===== src/sv/swt_pkg.sv =====
// Package for the software timer table: field widths, operation kinds
// and report limits shared by the table's RTL files. No dependencies.
`timescale 1ns / 1ps
`default_nettype none

package swt_pkg;

  localparam int KIND_W      = 3;
  localparam int HANDLE_W    = 4;
  localparam int TIME_W      = 32;
  localparam int HANDLE_MAX  = 15;
  localparam int MAX_REPORTS = 8;
  localparam int CNT_W       = 4;
  localparam int IN_DATA_W   = 72;
  localparam int OUT_DATA_W  = 8;

  typedef logic [KIND_W-1:0]   kind_t;
  typedef logic [HANDLE_W-1:0] handle_t;
  typedef logic [TIME_W-1:0]   tick_t;

  localparam kind_t KIND_CREATE     = 3'd0;
  localparam kind_t KIND_SET_PERIOD = 3'd1;
  localparam kind_t KIND_RELOAD     = 3'd2;
  localparam kind_t KIND_DELETE     = 3'd3;
  localparam kind_t KIND_TICK       = 3'd4;

endpackage

`default_nettype wire


===== src/sv/swt_ram.sv =====
// Simple dual-port synchronous RAM with registered read data and read enable.
// Holds per-slot period or expiry words for the timer table. No dependencies.
`timescale 1ns / 1ps
`default_nettype none

module swt_ram #(
  parameter int DEPTH = 8,
  parameter int AW    = (DEPTH > 1) ? $clog2(DEPTH) : 1,
  parameter int W     = 32
) (
  input  logic          clk,
  input  logic          we,
  input  logic [AW-1:0] waddr,
  input  logic [W-1:0]  wdata,
  input  logic          re,
  input  logic [AW-1:0] raddr,
  output logic [W-1:0]  rdata
);

  logic [W-1:0] mem [DEPTH];
  logic [W-1:0] rdata_r;

  always_ff @(posedge clk) begin
    if (we) begin
      mem[waddr] <= wdata;
    end
    if (re) begin
      rdata_r <= mem[raddr];
    end
  end

  assign rdata = rdata_r;

endmodule

`default_nettype wire


===== src/sv/software_timer_table_top.sv =====
// Software timer table top level: command decode, slot scan and output register.
// Depends on swt_pkg and swt_ram (period and expiry memories).
//
// Usage:
//   in_*  : one command per transfer; in_tuser carries the kind (create,
//           set period, reload, delete, tick), in_tdata the operands.
//   out_* : result transfers; out_tlast marks the final result of a command.
//   in_tready is high only while the block is idle; one command at a time.
// Sequencing:
//   Create, set period, reload, delete: result loaded once the output
//   register is free, then the block returns to idle for the next command.
//   Tick: the scan reads one slot a cycle from the period/expiry memory
//   port while it is not held by a stall; up to 8 expiries are reported,
//   in slot order.
// Reset: all slots free and inactive; no clearing pass, memories are
//   written by create before use.
// Stall: results wait in the output register; a scan holds on the next
//   expiry while the previous report has not been taken.
`timescale 1ns / 1ps
`default_nettype none

module software_timer_table_top #(
  parameter int NUM_TIMERS = 8
) (
  input  logic                             clk,
  input  logic                             rst_n,
  input  logic                             in_tvalid,
  output logic                             in_tready,
  // handle[3:0], period[35:4], auto_reload[36], start_active[37], now[69:38]
  input  logic [swt_pkg::IN_DATA_W-1:0]    in_tdata,
  // kind[2:0]
  input  logic [swt_pkg::KIND_W-1:0]       in_tuser,
  output logic                             out_tvalid,
  input  logic                             out_tready,
  // result_handle[3:0], expired[4]
  output logic [swt_pkg::OUT_DATA_W-1:0]   out_tdata,
  output logic                             out_tlast
);

  import swt_pkg::*;

  localparam int LIM   = (NUM_TIMERS > HANDLE_MAX) ? HANDLE_MAX : NUM_TIMERS;
  localparam int IDX_W = (LIM > 1) ? $clog2(LIM) : 1;

  localparam logic [2:0] S_IDLE = 3'd0;
  localparam logic [2:0] S_OP   = 3'd1;
  localparam logic [2:0] S_RLD  = 3'd2;
  localparam logic [2:0] S_SCAN = 3'd3;
  localparam logic [2:0] S_FIN  = 3'd4;

  logic [2:0]       state_r, state_nxt;
  kind_t            kind_r, kind_nxt;
  handle_t          h_r, h_nxt;
  tick_t            per_r, per_nxt;
  logic             rep_r, rep_nxt;
  logic             start_r, start_nxt;
  tick_t            now_r, now_nxt;
  logic [IDX_W-1:0] c_r, c_nxt;
  logic [CNT_W-1:0] n_r, n_nxt;
  logic             pend_r, pend_nxt;
  handle_t          pend_h_r, pend_h_nxt;
  logic             out_valid_r, out_valid_nxt;
  handle_t          out_h_r, out_h_nxt;
  logic             out_exp_r, out_exp_nxt;
  logic             out_last_r, out_last_nxt;
  logic [LIM-1:0]   used_r, used_nxt;
  logic [LIM-1:0]   active_r, active_nxt;
  logic [LIM-1:0]   repeat_r, repeat_nxt;

  logic             in_acc;
  handle_t          in_h;
  logic             in_valid_h;
  logic             valid_h;
  logic [IDX_W-1:0] idx;
  logic             free_found;
  logic [IDX_W-1:0] free_idx;
  logic             out_free;
  logic             hit;
  logic             last_slot;

  logic             per_we, exp_we, rd_en;
  logic [IDX_W-1:0] per_wa, exp_wa, rd_addr;
  tick_t            per_wd, exp_wd, per_rd, exp_rd;

  swt_ram #(.DEPTH(LIM), .AW(IDX_W), .W(TIME_W)) u_per_ram (
    .clk   (clk),
    .we    (per_we),
    .waddr (per_wa),
    .wdata (per_wd),
    .re    (rd_en),
    .raddr (rd_addr),
    .rdata (per_rd)
  );

  swt_ram #(.DEPTH(LIM), .AW(IDX_W), .W(TIME_W)) u_exp_ram (
    .clk   (clk),
    .we    (exp_we),
    .waddr (exp_wa),
    .wdata (exp_wd),
    .re    (rd_en),
    .raddr (rd_addr),
    .rdata (exp_rd)
  );

  assign in_tready  = (state_r == S_IDLE);
  assign in_acc     = in_tvalid & in_tready;
  assign in_h       = in_tdata[3:0];
  assign in_valid_h = (in_h != '0) && (in_h <= HANDLE_W'(LIM));
  assign valid_h    = (h_r != '0) && (h_r <= HANDLE_W'(LIM));
  assign idx        = valid_h ? IDX_W'(h_r - HANDLE_W'(1)) : '0;
  assign out_free   = ~out_valid_r | out_tready;
  assign hit        = used_r[c_r] & active_r[c_r] & (now_r >= exp_rd) &
                      (n_r < CNT_W'(MAX_REPORTS));
  assign last_slot  = (c_r == IDX_W'(LIM - 1));

  always_comb begin
    free_found = 1'b0;
    free_idx   = '0;
    for (int i = LIM - 1; i >= 0; i--) begin
      if (!used_r[i]) begin
        free_found = 1'b1;
        free_idx   = IDX_W'(i);
      end
    end
  end

  always_comb begin
    logic    emit;
    handle_t emit_h;
    logic    emit_exp;
    logic    emit_last;

    state_nxt  = state_r;
    kind_nxt   = kind_r;
    h_nxt      = h_r;
    per_nxt    = per_r;
    rep_nxt    = rep_r;
    start_nxt  = start_r;
    now_nxt    = now_r;
    c_nxt      = c_r;
    n_nxt      = n_r;
    pend_nxt   = pend_r;
    pend_h_nxt = pend_h_r;
    used_nxt   = used_r;
    active_nxt = active_r;
    repeat_nxt = repeat_r;
    per_we     = 1'b0;
    per_wa     = '0;
    per_wd     = per_r;
    exp_we     = 1'b0;
    exp_wa     = '0;
    exp_wd     = '0;
    rd_en      = 1'b0;
    rd_addr    = '0;
    emit       = 1'b0;
    emit_h     = h_r;
    emit_exp   = 1'b0;
    emit_last  = 1'b1;

    unique case (state_r)
      S_IDLE: begin
        if (in_acc) begin
          kind_nxt  = in_tuser;
          h_nxt     = in_h;
          per_nxt   = in_tdata[35:4];
          rep_nxt   = in_tdata[36];
          start_nxt = in_tdata[37];
          now_nxt   = in_tdata[69:38];
          unique case (in_tuser)
            KIND_RELOAD: begin
              rd_en     = 1'b1;
              rd_addr   = in_valid_h ? IDX_W'(in_h - HANDLE_W'(1)) : '0;
              state_nxt = S_RLD;
            end
            KIND_TICK: begin
              rd_en     = 1'b1;
              rd_addr   = '0;
              c_nxt     = '0;
              n_nxt     = '0;
              pend_nxt  = 1'b0;
              state_nxt = S_SCAN;
            end
            default: begin
              state_nxt = S_OP;
            end
          endcase
        end
      end
      S_OP: begin
        if (out_free) begin
          emit = 1'b1;
          case (kind_r)
            KIND_CREATE: begin
              emit_h = '0;
              if (free_found) begin
                used_nxt[free_idx]   = 1'b1;
                active_nxt[free_idx] = start_r;
                repeat_nxt[free_idx] = rep_r;
                per_we = 1'b1;
                per_wa = free_idx;
                exp_we = 1'b1;
                exp_wa = free_idx;
                exp_wd = now_r + per_r;
                emit_h = HANDLE_W'(free_idx) + HANDLE_W'(1);
              end
            end
            KIND_SET_PERIOD: begin
              if (valid_h) begin
                per_we = 1'b1;
                per_wa = idx;
              end
            end
            KIND_DELETE: begin
              if (valid_h) begin
                used_nxt[idx]   = 1'b0;
                active_nxt[idx] = 1'b0;
              end
            end
            default: begin
            end
          endcase
          state_nxt = S_IDLE;
        end
      end
      S_RLD: begin
        if (out_free) begin
          emit = 1'b1;
          if (valid_h) begin
            exp_we          = 1'b1;
            exp_wa          = idx;
            exp_wd          = now_r + per_rd;
            active_nxt[idx] = 1'b1;
          end
          state_nxt = S_IDLE;
        end
      end
      S_SCAN: begin
        if (!(hit && pend_r && !out_free)) begin
          if (hit) begin
            if (repeat_r[c_r]) begin
              exp_we = 1'b1;
              exp_wa = c_r;
              exp_wd = now_r + per_rd;
            end else begin
              active_nxt[c_r] = 1'b0;
            end
            if (pend_r) begin
              emit      = 1'b1;
              emit_h    = pend_h_r;
              emit_exp  = 1'b1;
              emit_last = 1'b0;
            end
            pend_nxt   = 1'b1;
            pend_h_nxt = HANDLE_W'(c_r) + HANDLE_W'(1);
            n_nxt      = n_r + CNT_W'(1);
          end
          if (last_slot) begin
            state_nxt = S_FIN;
          end else begin
            c_nxt   = IDX_W'(c_r + IDX_W'(1));
            rd_en   = 1'b1;
            rd_addr = IDX_W'(c_r + IDX_W'(1));
          end
        end
      end
      S_FIN: begin
        if (out_free) begin
          emit      = 1'b1;
          emit_h    = pend_r ? pend_h_r : '0;
          emit_exp  = pend_r;
          emit_last = 1'b1;
          state_nxt = S_IDLE;
        end
      end
      default: begin
        state_nxt = S_IDLE;
      end
    endcase

    out_valid_nxt = out_valid_r;
    out_h_nxt     = out_h_r;
    out_exp_nxt   = out_exp_r;
    out_last_nxt  = out_last_r;
    if (emit) begin
      out_valid_nxt = 1'b1;
      out_h_nxt     = emit_h;
      out_exp_nxt   = emit_exp;
      out_last_nxt  = emit_last;
    end else if (out_tready) begin
      out_valid_nxt = 1'b0;
    end
  end

  always_ff @(posedge clk) begin
    if (!rst_n) begin
      state_r     <= S_IDLE;
      pend_r      <= 1'b0;
      n_r         <= '0;
      c_r         <= '0;
      out_valid_r <= 1'b0;
      used_r      <= '0;
      active_r    <= '0;
    end else begin
      state_r     <= state_nxt;
      pend_r      <= pend_nxt;
      n_r         <= n_nxt;
      c_r         <= c_nxt;
      out_valid_r <= out_valid_nxt;
      used_r      <= used_nxt;
      active_r    <= active_nxt;
    end
  end

  always_ff @(posedge clk) begin
    kind_r     <= kind_nxt;
    h_r        <= h_nxt;
    per_r      <= per_nxt;
    rep_r      <= rep_nxt;
    start_r    <= start_nxt;
    now_r      <= now_nxt;
    pend_h_r   <= pend_h_nxt;
    out_h_r    <= out_h_nxt;
    out_exp_r  <= out_exp_nxt;
    out_last_r <= out_last_nxt;
    repeat_r   <= repeat_nxt;
  end

  assign out_tvalid = out_valid_r;
  assign out_tdata  = {{(OUT_DATA_W - HANDLE_W - 1){1'b0}}, out_exp_r, out_h_r};
  assign out_tlast  = out_last_r;

`ifndef ASSERT_OFF
  a_report_limit: assert property (@(posedge clk) disable iff (!rst_n)
    n_r <= CNT_W'(MAX_REPORTS))
    else $error("tick report count above limit");

  a_expiry_handle: assert property (@(posedge clk) disable iff (!rst_n)
    out_valid_r && out_exp_r |-> out_h_r != '0)
    else $error("expiry reported with null handle");

  a_one_at_a_time: assert property (@(posedge clk) disable iff (!rst_n)
    in_tvalid && in_tready |=> !in_tready)
    else $error("command accepted while busy");
`endif

endmodule

`default_nettype wire


===== config.mk =====
export PLATFORM = sky130hd
export DESIGN_NAME = software_timer_table_top
export DESIGN_NICKNAME = d
export VERILOG_FILES = /design/src/sv/swt_pkg.sv /design/src/sv/swt_ram.sv /design/src/sv/software_timer_table_top.sv
export SDC_FILE = /design/constraint.sdc
export NUM_CORES = 1
export LEC_CHECK = 0
export BUFFER_PORTS_ARGS = -buffer_cell sky130_fd_sc_hd__buf_4
export CAP_MARGIN = 20
export CORE_MARGIN = 10
export CORE_UTILIZATION = 30
export DETAILED_ROUTE_END_ITERATION = 10
export HOLD_SLACK_MARGIN = 0.03
export SYNTH_ARGS = -nofsm -noshare
export SYNTH_HDL_FRONTEND = slang
export SYNTH_HIERARCHICAL = 1
export SYNTH_SLANG_ARGS = --single-unit

===== constraint.sdc =====
create_clock -name clk -period 6.1 [get_ports clk]
set_clock_uncertainty 0.1 [all_clocks]
set_input_delay 1.22 -clock clk [delete_from_list [all_inputs] [get_ports clk]]
set_output_delay 1.22 -clock clk [all_outputs]
set_load 0.01 [all_outputs]

# After elaboration in Yosys (flattened, before gate mapping)
# Memory sizes are Yosys's and may differ from the RTL's. A register that Yosys moved wholly into a read port is not among the register bits.
# Cells that the tools add are included.
# Widths: inputs -> output; s select.
[totals]
in_bits = 79
mem_bits_ro = 0
ram_bits = 512
register_bits = 119
memories = 2
latchBits = 0
out_inout_bits = 11
[classes]
reduce_logical = 27
addsub = 8
mux = 132
order_cmp = 10
n_bitwise = 16
n_div = 0
n_mul = 0
eq_ne = 25
n_shift = 0
[memory_table]
columns = ["memory", "depth", "width", "read_ports", "rd_ports_with_merged_regs", "wr", "line", "source"]
rows = [
  ["u_exp_ram.mem", 8, 32, 1, 1, 1, "swt_ram.sv:20", "logic [W-1:0] mem [DEPTH];"],
  ["u_per_ram.mem", 8, 32, 1, 1, 1, "swt_ram.sv:20", ""],
]
[op_table]
columns = ["operator", "count"]
rows = [
  ["$mux 32", 8],
  ["$mux 3", 32],
  ["$pmux 32 s3", 1],
  ["$mux 8", 10],
  ["$add 32x32->32", 2],
  ["$mux 4", 12],
  ["$mux 1", 44],
  ["$ge 32x32->1", 1],
  ["$pmux 8 s2", 2],
  ["$and 8x8->8", 3],
  ["$pmux 8 s3", 1],
  ["$ne 2x2->1 const B", 10],
  ["$pmux 3 s2", 3],
  ["$pmux 3 s3", 2],
  ["$bwmux 8", 2],
  ["$not 8->8", 2],
  ["$or 8x8->8", 2],
  ["$reduce_and 5->1", 3],
  ["$eq 3x2->1 const B", 4],
  ["$lt 3x4->1 const B", 3],
  ["$pmux 4 s3", 1],
  ["$pmux 1 s2", 5],
  ["$reduce_and 10->1", 1],
  ["$bmux 1 s3", 3],
  ["30 further kinds", 61],
]

# Depth between registers and ports, before layout
# Gate-level depths: netlist (run 1).
[depth]
depth_word = 17
ltp_mapped = 16
mapped_depth_nobuf = 14

# Modules after synthesis
# The synthesis (run 1) kept the hierarchy.
[modules_own_cells]
columns = ["mod", "cells_per_inst", "area_per_inst_um2", "n_inst", "seq_area_each_um2"]
rows = [
  ["swt_ram", 415, 10786.6, 2, 8648.3],
  ["software_timer_table_top", 1055, 9610.5, 1, 3293.2],
]

# Worst setup path before layout (run 1)
# OpenSTA, ideal clock, no wires.
[synth_path]
kind = "register to register"
from = "reg now_r[21]"
to = "mem u_exp_ram.mem[0][0], enable pin"
arrival_ps = 4784
setup_ps = 461
required_time_ps = 5539
n_path_buf = 1
setup_slack_ps = 755
synth_period_minus_slack_ps = 5345
stages_incl_launch_ff = 14
cell_sequence = "edfxtp_1 > ha_1 > a21o_1 > a21o_1 > a21o_1 > o2bb2ai_1 > o41ai_1 > a31oi_2 > and3_1 > buf_2 > nand2_1 > nand2_1 > nand2b_1 > nor3_1"
[synth_lines]
columns = ["element", "line", "source"]
rows = [
  ["start, declared", "software_timer_table_top.sv:57", "tick_t now_r, now_nxt;"],
  ["start signal, assigned", "software_timer_table_top.sv:320", "now_r <= now_nxt;"],
  ["$ge 32x32->1 (*)", "software_timer_table_top.sv:112", "assign hit = used_r[c_r] & active_r[c_r] & (now_r >= exp_rd) &"],
  ["$and 1x1->1 (*) (2 in series)", "software_timer_table_top.sv:112", ""],
  ["$logic_and 1x1->1 (2 in series)", "software_timer_table_top.sv:238", "if (!(hit && pend_r && !out_free)) begin"],
  ["$mux 3 (*)", "software_timer_table_top.sv:238", ""],
  ["$pmux 3 s3 (*)", "software_timer_table_top.sv:160", "unique case (state_r)"],
  ["named net exp_wa[2]", "software_timer_table_top.sv:82", "logic [IDX_W-1:0] per_wa, exp_wa, rd_addr;"],
  ["end, declared", "swt_ram.sv:20", ""],
]
# The timed path passes the listed nets; every way through them passes the cells marked *.

# Final worst setup path (run 1)
[layout_path]
from = "reg now_r[17]"
to = "reg u_per_ram.rdata_r[25], in the netlist u_per_ram/rdata[25] (read register of u_per_ram.mem) (data pin)"
[layout_between]
elab_chain_len = 7
[layout_lines]
columns = ["element", "line", "source"]
rows = [
  ["$ge 32x32->1", "software_timer_table_top.sv:112", ""],
  ["$and 1x1->1 (2 in series)", "software_timer_table_top.sv:112", ""],
  ["$logic_and 1x1->1 (2 in series)", "software_timer_table_top.sv:238", ""],
  ["$mux 3", "software_timer_table_top.sv:238", ""],
  ["$pmux 3 s2", "software_timer_table_top.sv:160", ""],
  ["named net rd_addr[0]", "software_timer_table_top.sv:82", ""],
  ["end, declared", "swt_ram.sv:21", "logic [W-1:0] rdata_r;"],
]
# The timed path passes the listed nets, and every way through them passes these cells.
# A chain may end at the register's enable or synchronous reset.

==> out/metrics.yaml, run 1 <==
run_status:
  status: "finished, final reports clean"
synthesis:
  synth-compound-area-share_pct: 7.85
  synthXorXnorAreaFrac_pct: 1.80
  synth_fa_ha_area_share_pct: 4.18
  synth_cell_type_count: 86
  ys_ff_latch: 695
  synthMuxAreaShare_pct: 12.9
  ys_seq_area_share_pct: 66.0
  syn_avg_cell_area_um2: 16.5
  ys_warn_count: 6
  ys_top_cells_by_area: "edfxtp_1, mux4_1, ha_1"
  synth_edf_count: 667
  synth.top_cell.area_share_pct: 64.2
  postSynth.asyncResetShare_pct: 0
  yosys.area_share.simple_pct: 5.13
  synth_top_family_by_area: "multiplexers"
  netlist_area_mm2: 0.0312
  synth_top_flop_cell: "edfxtp_1"
  syn_inst: 1885
  yosysTopAreaCell: "edfxtp_1"
detailed_routing:
  wire_per_inst_um: 21.3
  drt_iter0_drc: 1280
  firstDrtPassIters: 6
  via_per_inst: 4.98
  wl_mm: 73.4
  drcViolationCount: 0
  vias: 17100
  ant_nets: 0
clock_tree:
  cts_resized: 0
  cts_tree: "yes"
  clock_sinks: 695
  cts_hold_buf: 0
  post-cts-setup-buffers: 0
  clkTransAtPathRegs_ps: 60
  clk_latency_ps: 630
  cts_htree_levels: 3
  cts_root_buffer: "clkbuf_16"
  cts_buffers: 68
  ctsLongestPathBuffers: 3
timing:
  setup_tns_ps: 0
  finalHoldViolCount: 0
  max_freq_ghz: 0.217
  period_minus_slack_ps: 4610
  setup_slack_ps: 1490
  worst_pin_slew_ps: 995
  finalSetupViolCount: 0
  period_share_pct: 75.6
  max_slew_margin_pct: 33.5
  rsz0062_at_grt: "no"
  holdWs_ps: 386
  final_max_slew_viol_count: 0
setup_path:
  worstReg2RegStart: "now_r[17]"
  crit_type: "flop to flop"
  worstPathCellList: "ha_1, a21o_1, a21o_1, a21oi_1, o2bb2ai_1, o41ai_1, buf_4, a31oi_2, a31oi_2, nand2b_1, nand2b_1, o21ai_4, buf_12, buf_4, mux4_1, mux2_2"
  cp-startpoint: "now_r[17]"
  cp-start-kind: "flop"
  worstPathMaxFanout: 24
  critPathBufInv: 3
  slowest_stage: "mux4_1"
  crit_arrival_ps: 4870
  critPathMaxStageDelay_ps: 560
  endpoint_kind: "flop"
  cp_top_family: "compound AO/OA/AOI/OAI gates"
  critPathRequiredTime_ps: 6360
hold_path:
  holdCritStartpoint: "active_r[6]"
  min_path_type: "flop to flop"
pwr:
  leakage_nw: 12.7
  peakVddDrop_uv: 217
  power_density_mw_per_mm2: 305
floorplan:
  die_w_um: 342
  die_area_mm2: 0.117
  placementRows: 118
  initial_core_util_pct: 30.2
  coreArea_mm2: 0.103
  die_y_um: 342
  io_pins: 90
layout:
  final_area_mm2: 0.0363
  nFillCells: 9685
  finalNonFillerCells: 3441
  multiInputGateArea_mm2: 0.0101
  syn_to_final_growth_pct: 16.4
  n_antenna_cell: 0
  drive_gt1_share_pct: 19.3
  layout.nets: 2189
  final_cell_mix: "edfxtp_1, buf_4, nand2_1, ha_1, mux4_1"
  ff_latch_area_mm2: 0.0206
  final_common_cell: "edfxtp_1"
placed_design:
  place_ws_ps: 1460
  portBuffers: 84
  place.gp.congestion: 0.851
  placedCellCount: 3317
  hpwl_mm: 48.5
  place_area_mm2: 0.0338
global_routing:
  grt_pass1_vias: 18000
  grtUsageTotal_pct: 12.3
  overflow: 0
  grt_pass1_wl_mm: 110
  grt_start_max_net_pins: 68
  antenna_found_initial: 0
run:
  drv_cap: 0
-- routing by layer --
metal | GRT usage, % | vias up | part of all wire (%)
met5 | 0 | - | 0
met2 | 21.6 | 405 | 51
met1 | 15.7 | 8799 | 43
li1 | - | 7843 | -
met4 | 3.51 | 0 | 1.9
met3 | 1.54 | 94 | 4.2
-- cell type report --
type                       instances  area share [%]
timing repair buffer             125            3.17
clock buffer                      80            5.08
clock inverter                    44            1.85
tap                             1380            4.76
inverter                          53           0.548
multi-input combinational       1064            27.9
sequential                       695            56.7
-- final timing paths --
path	end	slack, ps	cells after the start
worst max-delay path	u_per_ram/rdata[25]	1490	16
worst min-delay path	active_r[6]	390	2
worst max register to register	u_per_ram/rdata[25]	1490	16
worst min register to register	active_r[6]	390	2
-- worst reg2reg max path, stage by stage (launching register included) --
cell and delay (ps):
edfxtp_1 530, ha_1 380, a21o_1 190, a21o_1 170, a21oi_1 170, o2bb2ai_1 100
o41ai_1 320, buf_4 220, a31oi_2 150, a31oi_2 250, nand2b_1 100, nand2b_1 200
o21ai_4 120, buf_12 250, buf_4 260, mux4_1 560, mux2_2 280
-- report_power, final --
group          switching [mW]  total, mW  internal, mW
combinational           0.534      0.918         0.384
clock                    1.82       4.67          2.86
sequential              0.133       5.48          5.35
total                    2.48       11.1          8.59
-- cells in the mapped netlist (8+ instances only) --
cell / number
a21boi_0: 10
o22ai_1: 27
a21oi_1: 76
nand4_1: 8
a31oi_1: 10
nor2b_1: 20
inv_1: 52
edfxtp_1: 667
o2111ai_1: 8
buf_6: 17
nand3_1: 35
xnor2_1: 30
nor3_1: 17
or3_1: 11
nor2_1: 89
mux4_2: 51
a211oi_1: 9
buf_1: 9
o21a_1: 16
mux4_1: 80
o21bai_1: 11
o211ai_1: 12
nand2b_1: 27
xor2_1: 34
a21o_1: 42
buf_2: 17
clkbuf_1: 28
mux2_2: 64
nand2_1: 103
o21ai_0: 58
dfxtp_1: 28
ha_1: 101
and3_1: 10
-- cells by family after synthesis --
group,Yosys count
simple gates,340
mux,201
other cells,1
xor+xnor,64
fa+ha+maj,103
buf+inv,128
compound gates,353
flops,695
-- through the flow --
step | util (%) | power (mW)
2_1_floorplan | - | 6.17
3_3_place_gp | 32.7 | 6.47
3_5_place_dp | 32.7 | 6.50
4_1_cts | 35.1 | 11.2
5_1_grt | 35.1 | 11.4
6_report | 35.1 | 11.1
-- state kept, by name, indices dropped and copies added, names as in the netlist, 3 cells and up --
register	count
repeat_r	8
u_exp_ram/rdata	32
c_r	3
now_r	32
state_r	3
kind_r	3
h_r	4
active_r	8
out_h_r	4
used_r	8
per_r	32
n_r	4
u_per_ram/mem	256
u_per_ram/rdata	32
u_exp_ram/mem	256
pend_h_r	4
(Power assumes the default switching activity.)
==> run 2: changes to the inputs <==
clock period = 4.25 ns   (was 6.1 ns; I/O delays follow)
==> run 2 against run 1 <==
The run now ends with setup timing left; sequential power increased by 43%; maximum frequency up 8.0%; worst hold slack got worse by 85 ps; sequential cell count unchanged; power is 42% higher; die area did not move; non-clock buffer count grew 132; first-iteration DRC count is 22% higher; clock-buffer cell count rose by 4; sequential share of layout area is 2.6 points lower; critical path type unchanged; largest power group unchanged.
==> out/metrics.yaml, run 2 (same netlist as run 1, synthesis figures left out) <==
run_status:
  status: "finished, violations left"  # was finished, final reports clean
  violations: "setup timing"
pwr:
  leakage_nw: 13.3  # was 12.7 nW
  peakVddDrop_uv: 266  # was 217 uV
  power_density_mw_per_mm2: 415  # was 305 mW/mm^2
layout:
  layout.nets: 2324  # was 2189
  final_cell_mix: "edfxtp_1, buf_4, mux4_2, nand2_1, ha_1"  # was edfxtp_1, buf_4, nand2_1, ha_1, mux4_1
  final_common_cell: "edfxtp_1"  # unchanged
  n_antenna_cell: 0  # unchanged
  drive_gt1_share_pct: 28.7  # was 19.3%
  syn_to_final_growth_pct: 22.0  # was 16.4%
  final_area_mm2: 0.0380  # was 0.0363 mm^2
  largestRegisters: "u_exp_ram/mem: 256 flops, u_per_ram/mem: 256 flops"  # unchanged
  nFillCells: 9591  # was 9685
  finalNonFillerCells: 3577  # was 3441
global_routing:
  grt_pass1_wl_mm: 117  # was 110 mm
  grt_start_max_net_pins: 47  # was 68
  grt_pass1_vias: 18700  # was 18000
  overflow: 0  # unchanged
  grtUsageTotal_pct: 13.0  # was 12.3%
  antenna_found_initial: 0  # unchanged
timing:
  rsz0062_at_grt: "yes"  # was no
  setup_tns_ps: -55.0  # was 0 ps
  setup_slack_ps: -19.5  # was 1490 ps
  max_slew_margin_pct: 35.9  # was 33.5%
  final_max_slew_viol_count: 0  # unchanged
  finalSetupViolCount: 7  # was 0
  finalHoldViolCount: 0  # unchanged
  period_share_pct: 100  # was 75.6%
  period_minus_slack_ps: 4270  # was 4610 ps
  max_freq_ghz: 0.234  # was 0.217 GHz
  worst_pin_slew_ps: 958  # was 995 ps
floorplan:
  io_pins: 90  # unchanged
  initial_core_util_pct: 30.2  # unchanged
  die_area_mm2: 0.117  # unchanged
  die_w_um: 342  # unchanged
  die_y_um: 342  # unchanged
  placementRows: 118  # unchanged
  coreArea_mm2: 0.103  # unchanged
placed_design:
  hpwl_mm: 51.1  # was 48.5 mm
  placedCellCount: 3404  # was 3317
  place.gp.congestion: 0.860  # was 0.851
  place_area_mm2: 0.0348  # was 0.0338 mm^2
  portBuffers: 84  # unchanged
setup_path:
  cp-start-kind: "flop"  # unchanged
  crit_type: "flop to flop"  # unchanged
  reg2reg_depth: 17  # was 16
  worstPathMaxFanout: 7  # was 24
  cp-startpoint: "now_r[16]"  # was now_r[17]
  crit_arrival_ps: 4540  # was 4870 ps
  endpoint_kind: "flop"  # unchanged
  rrSetupSlack_ps: -20  # was 1490 ps
  worstReg2RegStart: "now_r[16]"  # was now_r[17]
  cp-endpoint: "u_per_ram/rdata[29]"  # was u_per_ram/rdata[25]
  critPathRequiredTime_ps: 4520  # was 6360 ps
  reg2reg_to: "u_per_ram/rdata[29]"  # was u_per_ram/rdata[25]
detailed_routing:
  ant_nets: 0  # unchanged
  firstDrtPassIters: 5  # was 6
  wl_mm: 78.5  # was 73.4 mm
  via_per_inst: 5.03  # was 4.98
  drt_iter0_drc: 1564  # was 1280
  vias: 18000  # was 17100
  drcViolationCount: 0  # unchanged
  wire_per_inst_um: 21.9  # was 21.3 um
clock_tree:
  cts_hold_buf: 0  # unchanged
  clkTransAtPathRegs_ps: 60  # about the same
  cts_tree: "yes"  # unchanged
  ctsLongestPathBuffers: 3  # unchanged
  cts_root_buffer: "clkbuf_16"  # unchanged
  cts_buffers: 71  # was 68
  clk_latency_ps: 630  # about the same
  cts_htree_levels: 3  # unchanged
  clock_sinks: 695  # unchanged
run:
  drv_cap: 0  # unchanged
hold_path:
  holdCritStartpoint: "in_tdata[20]"  # was active_r[6]
  min_path_type: "input port to flop"  # was flop to flop
run 2: cell types whose count changed in the layout (fill, tap and decap cells not counted), moves of 5 or more:
cell	before	now
buf_4	108	183
buf_16	0	10
mux2_2	64	26
buf_8	0	9
o22ai_2	1	7
clkbuf_16	72	77
buf_12	17	48
bufinv_16	16	9
o22ai_1	27	19
mux4_2	51	125
clkinv_1	6	12
mux4_1	80	6
mux2_4	0	38
ha_1	101	95
run 2: final cells by class:
type	count	area, um^2	share of cell area (%)
clock buffers	84	1860	4.88
well taps	1380	1730	4.54
flip-flops and latches	695	20600	54.1
clock inverters	44	510	1.34
repair buffers	257	2890	7.60
multi-input cells	1064	10300	27.0
inverters	53	199	0.523
run 2: worst min-delay path by stage:
| stage | to | slack (ps) | depth (start not counted) |
|---|---|---|---|
| floorplan | n_r[3] | 340 | 2 |
| global placement | active_r[2] | 360 | 2 |
| detailed placement | active_r[2] | 380 | 2 |
| CTS | per_r[16] | 260 | 1 |
| global route | per_r[16] | 280 | 1 |
| finish | per_r[16] | 300 | 1 |
run 2: power by group:
group | internal, mW | leakage [nW] | total (mW) | switching (mW)
sequential | 7.68 | 6.78 | 7.84 | 0.163
clock | 3.71 | 1.14 | 6.34 | 2.64
combinational | 0.706 | 5.36 | 1.59 | 0.885
total | 12.1 | 13.3 | 15.8 | 3.68
run 2: per-stage QoR:
step | util (%) | hold WS (ps) | setup slack, ps | total power [mW]
6_report | 36.8 | 301 | -19.5 | 15.8
5_1_grt | 36.8 | 276 | -152 | 16.3
4_1_cts | 36.6 | 260 | -80.0 | 15.8
3_5_place_dp | 33.7 | 379 | -316 | 9.41
3_3_place_gp | 33.7 | 361 | -301 | 9.37
2_1_floorplan | - | 341 | -428 | 8.85
run 2: repair_timing:
action | in CTS | in global routing
gates resized for setup | 123 | 78
setup endpoints to repair | 169 | 201
buffers inserted | 33 | 11
pin swaps | 14 | 12
cloned | 10 | 5
run 2: worst max-delay path, cell delays in order (launching register included):
cell       delay (ps)
edfxtp_1          550
ha_2              260
a21o_1            150
a21o_1            190
a21oi_2           140
o2bb2ai_1          90
o41ai_2           290
buf_4             220
a31oi_4           130
a31oi_4           210
nand2b_1          110
nand2b_4          170
o21ai_4           120
buf_12            190
buf_12            150
buf_16            140
mux4_2            500
mux2_4            280
run 2: routing by layer:
metal	wire, um	track usage [%]	vias to the layer above
met4	1980	4.29	0
met5	0	0	-
met2	39600	22.6	547
li1	-	-	8043
met3	3580	1.60	115
met1	33400	16.7	9303
